File: src/scpe_pkg.sv
`default_nettype none

package scpe_pkg;

    // Configuration register indexes
    localparam logic [1:0] REG_TABLE_SIZE = 2'd0;
    localparam logic [1:0] REG_CURVE_MODE = 2'd1;
    localparam logic [1:0] REG_GAIN       = 2'd2;

    // Curve modes (code three behaves as absolute sine)
    localparam logic [1:0] MODE_ABS    = 2'd0;
    localparam logic [1:0] MODE_RAISED = 2'd1;
    localparam logic [1:0] MODE_DOUBLE = 2'd2;

    localparam logic [12:0] RST_TABLE_SIZE = 13'd256;
    localparam logic [1:0]  RST_CURVE_MODE = MODE_ABS;
    localparam logic [15:0] RST_GAIN       = 16'd16384;

    localparam logic [12:0] MAX_ENTRIES = 13'd4096;
    localparam int unsigned DEF_SINE_TABLE_DEPTH = 1024;

    // Channel phase offsets, 2^32 is a full turn
    localparam logic [31:0] OFFSET_RED   = 32'd0;
    localparam logic [31:0] OFFSET_GREEN = 32'd715827883;
    localparam logic [31:0] OFFSET_BLUE  = 32'd1431655765;

    localparam logic [63:0] HALF_PI_Q30 = 64'd1686629713;
    localparam logic [17:0] ONE_Q16     = 18'd65536;
    localparam logic [15:0] ALPHA_HALF  = 16'd32768;

    // Quotient pipeline: 32 quotient bits, four per stage
    localparam int unsigned QUO_BITS       = 32;
    localparam int unsigned DIV_BITS_STAGE = 4;
    localparam int unsigned DIV_STAGES     = QUO_BITS / DIV_BITS_STAGE;

    // Channel pipeline: phase, angle, address, rom, gain product, saturate
    localparam int unsigned CH_STAGES = 6;

    // Sampled latency from accept edge to strobe
    localparam int unsigned LATENCY = 1 + DIV_STAGES + CH_STAGES;

    typedef struct packed {
        logic double_angle;
        logic raised;
    } t_curve;

endpackage

`default_nettype wire

File: src/scpe_divider.sv
`default_nettype none

// floor(idx * 2^32 / n), restoring division, DIV_BITS_STAGE quotient bits per stage
module scpe_divider import scpe_pkg::*; (
    input  wire logic                i_clk,
    input  wire logic                i_rst_n,
    input  wire logic                i_vld,
    input  wire logic [11:0]         i_idx,
    input  wire logic [12:0]         i_n,
    output logic                     o_vld,
    output logic [QUO_BITS-1:0]      o_quo
);

    logic [12:0]         r_rem [DIV_STAGES];
    logic [QUO_BITS-1:0] r_quo [DIV_STAGES];
    logic                r_vld [DIV_STAGES];

    for (genvar s = 0; s < DIV_STAGES; s++) begin : g_stage
        logic [12:0]         in_rem;
        logic [QUO_BITS-1:0] in_quo;
        logic                in_vld;
        logic [12:0]         n_rem;
        logic [QUO_BITS-1:0] n_quo;
        logic [13:0]         t;

        if (s == 0) begin : g_first
            // idx < n, so the integer part of the quotient is zero and idx is the remainder
            assign in_rem = {1'b0, i_idx};
            assign in_quo = '0;
            assign in_vld = i_vld;
        end else begin : g_next
            assign in_rem = r_rem[s-1];
            assign in_quo = r_quo[s-1];
            assign in_vld = r_vld[s-1];
        end

        always_comb begin
            n_rem = in_rem;
            n_quo = in_quo;
            t     = '0;
            for (int k = 0; k < DIV_BITS_STAGE; k++) begin
                t = {n_rem, 1'b0};
                if (t >= {1'b0, i_n}) begin
                    n_rem = 13'(t - {1'b0, i_n});
                    n_quo = {n_quo[QUO_BITS-2:0], 1'b1};
                end else begin
                    n_rem = t[12:0];
                    n_quo = {n_quo[QUO_BITS-2:0], 1'b0};
                end
            end
        end

        always_ff @(posedge i_clk) begin
            if (!i_rst_n) begin
                r_vld[s] <= 1'b0;
            end else begin
                r_vld[s] <= in_vld;
            end
        end

        always_ff @(posedge i_clk) begin
            r_rem[s] <= n_rem;
            r_quo[s] <= n_quo;
        end
    end

    assign o_vld = r_vld[DIV_STAGES-1];
    assign o_quo = r_quo[DIV_STAGES-1];

endmodule

`default_nettype wire

File: config.mk
export PLATFORM = sky130hd
export DESIGN_NAME = scpe_divider
export DESIGN_NICKNAME = d
export VERILOG_FILES = /design/src/scpe_pkg.sv /design/src/scpe_divider.sv
export SDC_FILE = /design/constraint.sdc
export NUM_CORES = 1
export LEC_CHECK = 0
export BUFFER_PORTS_ARGS = -buffer_cell sky130_fd_sc_hd__buf_4
export CORE_ASPECT_RATIO = 1.2
export CORE_MARGIN = 2
export CORE_UTILIZATION = 45
export DETAILED_ROUTE_END_ITERATION = 8
export GPL_TIMING_DRIVEN = 0
export SLEW_MARGIN = 10
export SYNTH_ARGS = -nofsm -noshare
export SYNTH_HDL_FRONTEND = slang
export SYNTH_SLANG_ARGS = --single-unit
File: constraint.sdc
create_clock -name i_clk -period 13.85 [get_ports i_clk]
set_input_delay 0.6925 -clock i_clk [delete_from_list [all_inputs] [get_ports i_clk]]
set_output_delay 0.6925 -clock i_clk [all_outputs]
set_load 0.03 [all_outputs]
* Yosys cells after proc, flatten, opt, wreduce, memory -nomap -nowiden
Memory sizes are Yosys's and may differ from the RTL's.
Index checks and enable logic that the tools add are counted.
** Word-level totals
- Output and inout port bits :: 33
- Memories :: 3
- Memory bits (writable) :: 368
- Bits of input ports :: 28
- Logic and storage cells :: 149
- Register bits :: 0
** Operators by class
- Bitwise logic cells :: 8
- Mux-type cells :: 74
- $add $sub $neg :: 32
- $lt $le $gt $ge :: 32
** Memory list
- r_quo :: words 8, width 32, read ports 8, clocked after Yosys merged registers in 0, write ports 8, RTL line scpe_divider.sv:15 : logic [QUO_BITS-1:0] r_quo [DIV_STAGES];
- r_rem :: words 8, width 13, read ports 7, clocked after Yosys merged registers in 0, write ports 8, RTL line scpe_divider.sv:14 : logic [12:0] r_rem [DIV_STAGES];
- r_vld :: words 8, width 1, read ports 8, clocked after Yosys merged registers in 0, write ports 8, RTL line scpe_divider.sv:16 : logic r_vld [DIV_STAGES];
** Operators by type and width (number)
- $ge A14 B13 Y1 :: 31
- $mux W13 :: 32
- $sub A13 B13 Y13 :: 32
- $mux W1 :: 42
- $ge A13 B13 Y1 :: 1
- $or A1 B1 Y1 :: 8

* Longest topological paths before layout
An unclocked memory read counts as a cell.
- Depth in word-level cells :: 9
- Mapped depth :: 52
- Gate-level depth less buffers :: 42

* Worst setup path after synthesis
OpenSTA, ideal clock, no wires.
- Kind :: input-to-reg
- Start :: input port i_n[0]
- End :: memory r_rem[1][4]
- Library setup time :: 0.137 ns
- Path slack :: 3.162 ns
- Data required time :: 13.713 ns
- Stages :: 49
- Path buffers :: 12
- Data arrival time :: 10.552 ns
- Path through :: buf_4 buf_6 inv_2 clkbuf_1 buf_1 buf_1 ha_1 nand3_1 o311ai_0 o21ai_1 clkbuf_1 clkbuf_1 o21ai_0 ha_1 a21o_1 a21o_1 a221oi_1 a21boi_0 [... 13 more ...] a2bb2oi_1 nor2_1 inv_2 clkbuf_1 nand2_1 o21ai_0 ha_1 nor2b_1 o21a_1 a31oi_1 o21ai_0 a21oi_1 nor2_1 or3_1 clkbuf_1 o21ai_0 buf_2 o221ai_1
** RTL lines
- from (decl) :: RTL line scpe_divider.sv:9 : input wire logic [12:0] i_n,
- to (decl) :: RTL line scpe_divider.sv:14

==> results.yml <==
run_status:
  run_status: "finished, final reports clean"
floorplan:
  rows: 97
  core_um2: 58400
  io_pins: 61
  die_w_um: 226
  initial_core_util: 0.455
  die-area_um2: 61000
  chipHeight_um: 270
global_routing:
  use_met3: 0.0249
  first_global_vias: 24600
  gr-max-usage-layer: "met2"
  number_of_antenna_violations_at_the_first_check_in_global_routing: 3
  met1_usage: 0.311
  grt_remaining_overflow: 0
  grt_first_pass_wirelength_um: 128000
  groute.usage.overall: 0.262
  global_route.usage.met2: 0.480
  pin_count_of_the_biggest_net_entering_global_routing: 34
clocking:
  clock_pin_slew_on_the_worst_setup_and_hold_paths_ns: 0.07
  tritoncts: "built"
  clkSinkCount: 243
  cts_root_buffer: "clkbuf_16"
  clock_path_buffers: 3
  cts_made_buffers: 29
  htree_levels: 1
  insertion_delay_ns: 0.62
timing:
  finalSetupViolations: 0
  period_minus_slack_ns: 12.94
  slew_headroom: 0.204
  grt_setup_unrepaired: "false"
  timing.clock.skew_ns: 0.0308
  timing_worst_slew_pin_value_ns: 1.19
  finalHoldViolCount: 0
  final_max_slew_viol_count: 0
  min_period_over_period: 0.935
  max_freq_mhz: 77.3
detailed_routing:
  wl_um: 81500
  drc_errors: 0
  route.vias.total: 24600
  route.antenna.remaining_nets: 0
  drt_pass1_iterations: 5
  detail_route.iter0.violations: 1325
  average_detailed_routed_wire_length_per_instance_um: 19.6
  detail_route.vias_per_cell: 5.92
critical_path:
  cpLargestDelayFamily: "compound AO/OA/AOI/OAI gates"
  slowest_delay_ns: 0.52
  setup.worst_path.start_class: "input port"
  critical_path_arrival_ns: 13.41
  critical_path_type: "input port to flip-flop"
  timing.critical_path.required_ns: 14.31
  critical_path_depth_in_cells: 50
  crit_slowest_cell: "o21ai_0"
  cp.buffers_inverters: 15
  worstSetupEndpointType: "flip-flop"
  worst_r2r_path_depth: 45
  highest_net_fanout_along_the_worst_path: 19
synth:
  yosysWarnings: 0
  synth_compound_area_frac: 0.255
  largest_family_of_logic_cells_by_synthesized_area: "compound AO/OA/AOI/OAI gates"
  synthesis.instances: 3240
  postSynthAreaPerCell_um2: 8.20
  yosys_register_bits: 243
  synthesis.nets: 3667
  post_synth_fa_ha_maj_area_fraction: 0.190
  syn_area_um2: 26600
  yosys.area_share.xor_xnor: 0.0870
  synth_mux_area_frac: 0.0914
  synth_async_sr_flop_share: 0
  ys_seq_area_frac: 0.183
  synth_enable_flop_cells: 0
  synth.distinct_cells: 105
  ys.flop_type: "dfxtp_1"
  synthSimpleGateAreaFrac: 0.158
placed_design:
  placed_cells: 4102
  port-buffer-count: 60
  place_hpwl_um: 62200
  gpl.final_weighted_congestion: 0.908
job:
  timing.max_cap.violations: 0
finish:
  mostFrequentLayoutCell: "ha_1"
  fin_cells: 4156
  design.final.nets: 3767
  drive_above_1_share: 0.129
  area_growth_pct: 10.1
  layout.cells.most_common_list: "ha_1, nor2_1, a21oi_1"
min_path:
  hp-class: "flip-flop to flip-flop"
  holdPathStages: 0
==> layer usage <==
| metal | wire, µm | vias to the layer above |
|---|---|---|
| met5 | 0 | - |
| met4 | 3260 | 0 |
| met3 | 3390 | 184 |
| met2 | 40600 | 555 |
| met1 | 34300 | 11700 |
| li1 | - | 12200 |
==> worst reg2reg max path, delay by kind of cell, from the launching register on <==
kind                     cells  cell delay (ns)
AND/OR/NAND/NOR             10             1.92
flip-flops                   1             0.33
buffers and inverters        9             2.45
adder cells (fa/ha/maj)      4             1.42
AO/OA/AOI/OAI               22             5.79
==> cell usage after synthesis, types with 57 or more instances <==
cell	instances	area, µm²
ha_1	391	4890
nor2_1	286	1070
a21oi_1	268	1340
dfxtp_1	243	4860
o21ai_0	205	1030
nand2_1	192	721
xnor2_1	178	1560
mux2_2	166	1870
inv_1	152	571
a21o_1	111	833
xor2_1	86	753
nor3_1	73	365
o21a_1	73	548
nand3_1	57	285
==> repair_timing <==
action	in CTS	in global routing
pin swaps	0	0
buffers inserted	0	0
setup endpoints to repair	14	14
hold buffers	0	0
gates resized for setup	1	7
==> cell families after synthesis <==
| kind of cell | count (synthesis) |
|---|---|
| adders and majority gates | 399 |
| buffers and inverters | 230 |
| AOI/OAI and AO/OA | 1014 |
| DFF | 243 |
| xor gates and xnor gates | 264 |
| muxes | 215 |
| and+or+nand+nor | 875 |
==> registers in the layout (all words and copies together), names as in the netlist <==
| register | cells |
|---|---|
| r_quo | 144 |
| r_rem | 91 |
| r_vld | 8 |
==> path summary, 6_finish.rpt <==
check               startpoint            to  slack [ns]
setup / recovery        i_n[0]  r_rem[1][10]        0.91
hold reg to reg   r_quo[0][96]   r_quo[1][4]        0.29
setup reg to reg  r_rem[0][10]  r_rem[1][10]        1.79
hold / removal    r_quo[0][96]   r_quo[1][4]        0.29
==> layout make-up <==
cell class	count	area [µm²]
Tap cell	792	991
Buffer	66	342
Timing Repair Buffer	70	658
Clock buffer	33	761
Inverter	163	617
Fill cell	5655	29100
Sequential cell	243	4860
Antenna cell	1	2.50
Clock inverter	21	267
Multi-Input combinational cell	2767	20800
==> stage by stage <==
stage	TNS [ns]	util	hold slack, ns	instance area, µm²	setup slack (ns)
final	0	0.501	0.294	29300	0.905
after global routing	0	0.501	0.293	29300	0.0267
after CTS	0	0.501	0.294	29300	0.000536
after detailed placement	-15.25	0.484	0.312	28200	-1.20
after global placement	-24.17	0.480	0.309	28000	-1.70
after floorplan	0	-	0.310	26600	3.16
Power is left out: the tool's default activity adds up to more than one toggle a clock period on the data nets, which glitch-free logic cannot reach.
